[config.mk]
export PLATFORM = sky130hd
export DESIGN_NAME = wlcg_front
export DESIGN_NICKNAME = d
export VERILOG_FILES = /design/src/wlcg_pkg.sv /design/src/wlcg_fifo.sv /design/src/wlcg_front.sv
export SDC_FILE = /design/constraint.sdc
export NUM_CORES = 1
export LEC_CHECK = 0
export BUFFER_PORTS_ARGS = -buffer_cell sky130_fd_sc_hd__buf_2
export CAP_MARGIN = 40
export CORE_ASPECT_RATIO = 0.6
export CORE_UTILIZATION = 30
export CTS_BUF_LIST = sky130_fd_sc_hd__clkbuf_8 sky130_fd_sc_hd__clkbuf_16
export DETAILED_ROUTE_END_ITERATION = 12
export HOLD_SLACK_MARGIN = 0.02
export PLACE_DENSITY_LB_ADDON = 0.08
export SLEW_MARGIN = 15
export SYNTH_ARGS = -nofsm -noshare
export SYNTH_HDL_FRONTEND = slang
export SYNTH_SLANG_ARGS = --single-unit
[constraint.sdc]
create_clock -name clock -period 44.9 [get_ports clock]
set_input_delay 8.98 -clock clock [delete_from_list [all_inputs] [get_ports clock]]
set_output_delay 8.98 -clock clock [all_outputs]
set_load 0.02 [all_outputs]
[src/wlcg_pkg.sv]
// Package for the line collapse generator: payload structs and shared constants.
// No dependencies.
`timescale 1ns / 1ps
package wlcg_pkg;
   localparam logic ACT_WRITE = 1'b0;
   localparam logic ACT_GEN   = 1'b1;
   localparam int   CSR_ACTIVE = 0;
   localparam int   CSR_DIR    = 1;
   localparam logic [9:0] TALLY_MAX = 10'h3FF;

   typedef struct packed {
      logic        action;
      logic [5:0]  entry_index;
      logic [63:0] right_mask;
      logic [63:0] down_mask;
      logic [15:0] weight;
      logic        is_floor;
      logic        first_cell;
      logic        neighbour_valid;
      logic [5:0]  neighbour_pattern;
      logic [30:0] random_value;
   } req_type;

   typedef struct packed {
      logic [5:0] chosen_pattern;
      logic       contradiction;
      logic [9:0] line_contradictions;
   } rsp_type;
endpackage

[src/wlcg_fifo.sv]
// Short request queue between the front and back parts.
// Depends on wlcg_pkg.
`timescale 1ns / 1ps
module wlcg_fifo import wlcg_pkg::*; (
   input  logic    clock,
   input  logic    reset,
   input  logic    push,
   input  req_type push_data,
   output logic    full,
   input  logic    pop,
   output logic    not_empty,
   output req_type pop_data
);
   req_type     q_ff [2];
   logic        wp_ff, rp_ff;
   logic [1:0]  cnt_ff;
   assign full      = cnt_ff == 2'd2;
   assign not_empty = cnt_ff != 2'd0;
   assign pop_data  = q_ff[rp_ff];
   always_ff @(posedge clock) begin
      if (push) q_ff[wp_ff] <= push_data;
      if (reset) begin
         wp_ff <= 1'b0; rp_ff <= 1'b0; cnt_ff <= 2'd0;
      end else begin
         if (push) wp_ff <= ~wp_ff;
         if (pop)  rp_ff <= ~rp_ff;
         cnt_ff <= cnt_ff + {1'b0, push} - {1'b0, pop};
      end
   end
endmodule

[src/wlcg_front.sv]
// Front part: takes requests, filters out table writes that hit no entry, queues the rest.
// Depends on wlcg_pkg and wlcg_fifo.
`timescale 1ns / 1ps
module wlcg_front import wlcg_pkg::*; #(
   parameter int MAX_PATTERNS = 64
) (
   input  logic    clock,
   input  logic    reset,
   input  logic    req_valid,
   output logic    req_stall,
   input  req_type req_data,
   input  logic    pop,
   output logic    not_empty,
   output req_type pop_data
);
   logic full, in_range, push;
   assign in_range  = {1'b0, req_data.entry_index} < 7'(MAX_PATTERNS);
   assign req_stall = full;
   // writes beyond the table are dropped here
   assign push = req_valid && !full && (req_data.action == ACT_GEN || in_range);
   wlcg_fifo u_fifo (
      .clock, .reset, .push, .push_data(req_data), .full,
      .pop, .not_empty, .pop_data
   );
endmodule

==> results by group <==
Clock tree
  – Setup Fix Bufs, Post-CTS: 0
  – Num CTS Buffers: 40
  – Longest Clk Path Bufs: 3
  – Clock latency on the worst-skew pair: 0.53 ns
  – Clock-pin slew on the worst setup and hold paths: 0.06 ns
  – H-tree Lvls: 2
  – Hold buffer count at CTS: 0
  – Root Driver: clkbuf_16
  – Num Clock Sinks: 387
  – CTS tree: built
  – Cts repair resizes: 0

Timing
  – Fin crit period: 11.92 ns
  – Slew @ Worst Pin: 0.824 ns
  – Final Cycle Share: 26.5%
  – Setup tns final: 0 ns
  – Final hold viol count: 0
  – Hold slack: 0.519 ns
  – Final setup fails: 0
  – Worst slew margin: 45.0%
  – Slew Viols, Final: 0
  – Unrepaired setup endpoints after global routing: no
  – Fmax: 83.9 MHz
  – Clock Skew: 0.00837 ns

Logic synthesis
  – Synth top area share: 81.2%
  – Mapped Cells: 621
  – Yosys reg bits: 387
  – Yosys warning count: 0
  – Synth area leaders: edfxtp_1 (81%), mux2_2 (15%), buf_6 (1.0%)
  – Yosys cell types: 20
  – Seq/Total Area, Yosys: 81.9%
  – Syn nets: 817
  – Post-Syn Area per Cell: 22.7 um^2
  – Leading area contributor after synthesis: edfxtp_1
  – Mapped cell area: 14100 um^2

Outcome
  – Status: complete, no violations

Min path
  – Hold Path Class: reg2reg
  – WHS Path Cells: 2
  – Startpoint of the worst hold path: u_fifo.wp_ff
  – Hold EP: u_fifo.wp_ff

Run
  – Max Cap Violations: 0

Final layout
  – Utilization after layout: 38.8%
  – Fin cells: 1702
  – Layout area overhead: 27.6%
  – Post-layout net count: 1238
  – Share of cells above drive strength 1: 61.1%
  – Most frequent cells in the layout: buf_2 (387), edfxtp_1 (382), mux2_2 (192), clkbuf_16 (42), inv_1 (9)
  – Most common cell after layout, fill and taps aside: buf_2

Drt
  – Routed len/inst: 18.5 um
  – DRT antenna net count: 0
  – Vias/cell: 4.19
  – DRT iter0 DRCs: 320
  – # DRC: 0
  – Vias: 7135
  – TritonRoute pass-1 iters: 4
  – Drt total wl: 31.5 mm

Floorplanning
  – Rows: 61
  – Initial Util: 30.4%
  – Die X: 282 um
  – Core Region: 46400 um^2
  – I/O Pins: 388
  – Die Footprint: 48000 um^2
  – Die H: 170 um

Placed design
  – IO Port Bufs: 387
  – GPL Wtd Cong: 0.729
  – Placed Cells: 1629
  – Post-DP HPWL: 21.1 mm

Global route
  – First-pass GRT wire length: 44.8 mm
  – Vias in the first global route: 7206
  – Pin count of the biggest net entering global routing: 89
  – Initial antenna violation count: 7
  – Busiest layer in global routing: met2
  – Grt ovf: 0
  – M1 GR Usage: 16.1%
  – Total Routing Usage GR: 12.6%
  – Met3 usage: 4.68%
  – Global Route met2 Usage: 20.2%

Worst setup path
  – Worst R2R Start: u_fifo.cnt_ff[0]
  – End of the worst register-to-register path: u_fifo.q_ff[1][33]
  – CP Max Fanout: 59
  – Crit Path Class: reg2out
  – WP data arrival: 2.94 ns
  – R2R cell count: 5
  – CP startpoint kind: flip-flop
  – Flop2flop setup slack: 42.50 ns
  – Setup crit end kind: output port
  – Crit path required time: 35.92 ns

Power
  – Total power: 0.863 mW
  – Static Leak: 6.62 nW
  – Worst vdd ir: 0.0244 mV
  – Power Density: 47.9 nW/um^2
## per-stage QoR
stage               cell area (um^2)  worst slack [ns]
floorplan                      14100             21.10
global placement               16700             33.15
detailed placement             16800             33.12
CTS                            18000             32.52
global route                   18000             32.76
finish                         18000             32.98
## where the power goes
part	leakage, nW	internal [mW]	switching, mW
registers	3.60	0.430	0.00665
logic	2.40	0.0466	0.0742
clock network	0.619	0.174	0.132
total	6.62	0.650	0.213
## cells in the mapped netlist
| master | count |
|---|---|
| inv_1 | 3 |
| nor2b_2 | 1 |
| nor2_1 | 3 |
| xnor2_1 | 1 |
| clkbuf_8 | 8 |
| mux2_2 | 192 |
| or2_2 | 1 |
| nor3_1 | 1 |
| nand2_1 | 1 |
| buf_6 | 13 |
| dfxtp_1 | 5 |
| a21oi_2 | 1 |
| nor2b_1 | 1 |
| nor2b_4 | 1 |
| edfxtp_1 | 382 |
| mux2i_1 | 1 |
| or3_1 | 1 |
| nor3b_1 | 2 |
| ha_1 | 1 |
| o21ai_0 | 2 |
## per-layer routing
| layer | part of all wire [%] | wire, um |
|---|---|---|
| met1 | 42 | 13300 |
| met2 | 48 | 15000 |
| met3 | 8.0 | 2500 |
| met4 | 1.9 | 595 |
| met5 | 0.086 | 27 |
## flip-flops by register name, summed over array words and instances (netlist names), named ones only
name / cells
u_fifo.wp_ff: 1
u_fifo.q_ff: 382
u_fifo.rp_ff: 1
u_fifo.cnt_ff: 2
## critical path, cell delays in order, from the launching register on
cell and delay [ns]:
dfxtp_4 0.56, buf_4 0.20, buf_16 0.27, buf_4 0.64, mux2_2 0.42, buf_2 0.16
## worst max path at each step
stage / depth (start not counted) / slack, ns / end / startpoint
after floorplan: 2 / 21.10 / u_fifo.q_ff[1][0] / req_valid
after global placement: 5 / 33.15 / u_fifo.q_ff[0][85] / req_valid
after detailed placement: 4 / 33.12 / pop_data[2] / flip-flop
after CTS: 4 / 32.52 / pop_data[2] / flip-flop
after global routing: 5 / 32.76 / pop_data[2] / flip-flop
final: 5 / 32.98 / pop_data[2] / flip-flop
## kinds of logic after synthesis
logic type | after synthesis | share of synthesized area (%)
simple gates | 12 | 0.540
compound gates | 3 | 0.133
xor+xnor | 1 | 0.0620
fa+ha+maj | 1 | 0.0886
mux | 193 | 15.4
buf+inv | 24 | 1.90
flops | 387 | 81.9
## final cells by class
| cell class | count | area [um^2] |
|---|---|---|
| antenna | 5 | 12.5 |
| timing repair buffer | 400 | 2130 |
| sequential | 387 | 11600 |
| inverter | 3 | 18.8 |
| tap | 630 | 788 |
| clock buffer | 42 | 1050 |
| multi-input combinational | 210 | 2290 |
| clock inverter | 25 | 150 |
| fill | 4413 | 28400 |
Note: power is estimated with default switching activity, not from simulation.
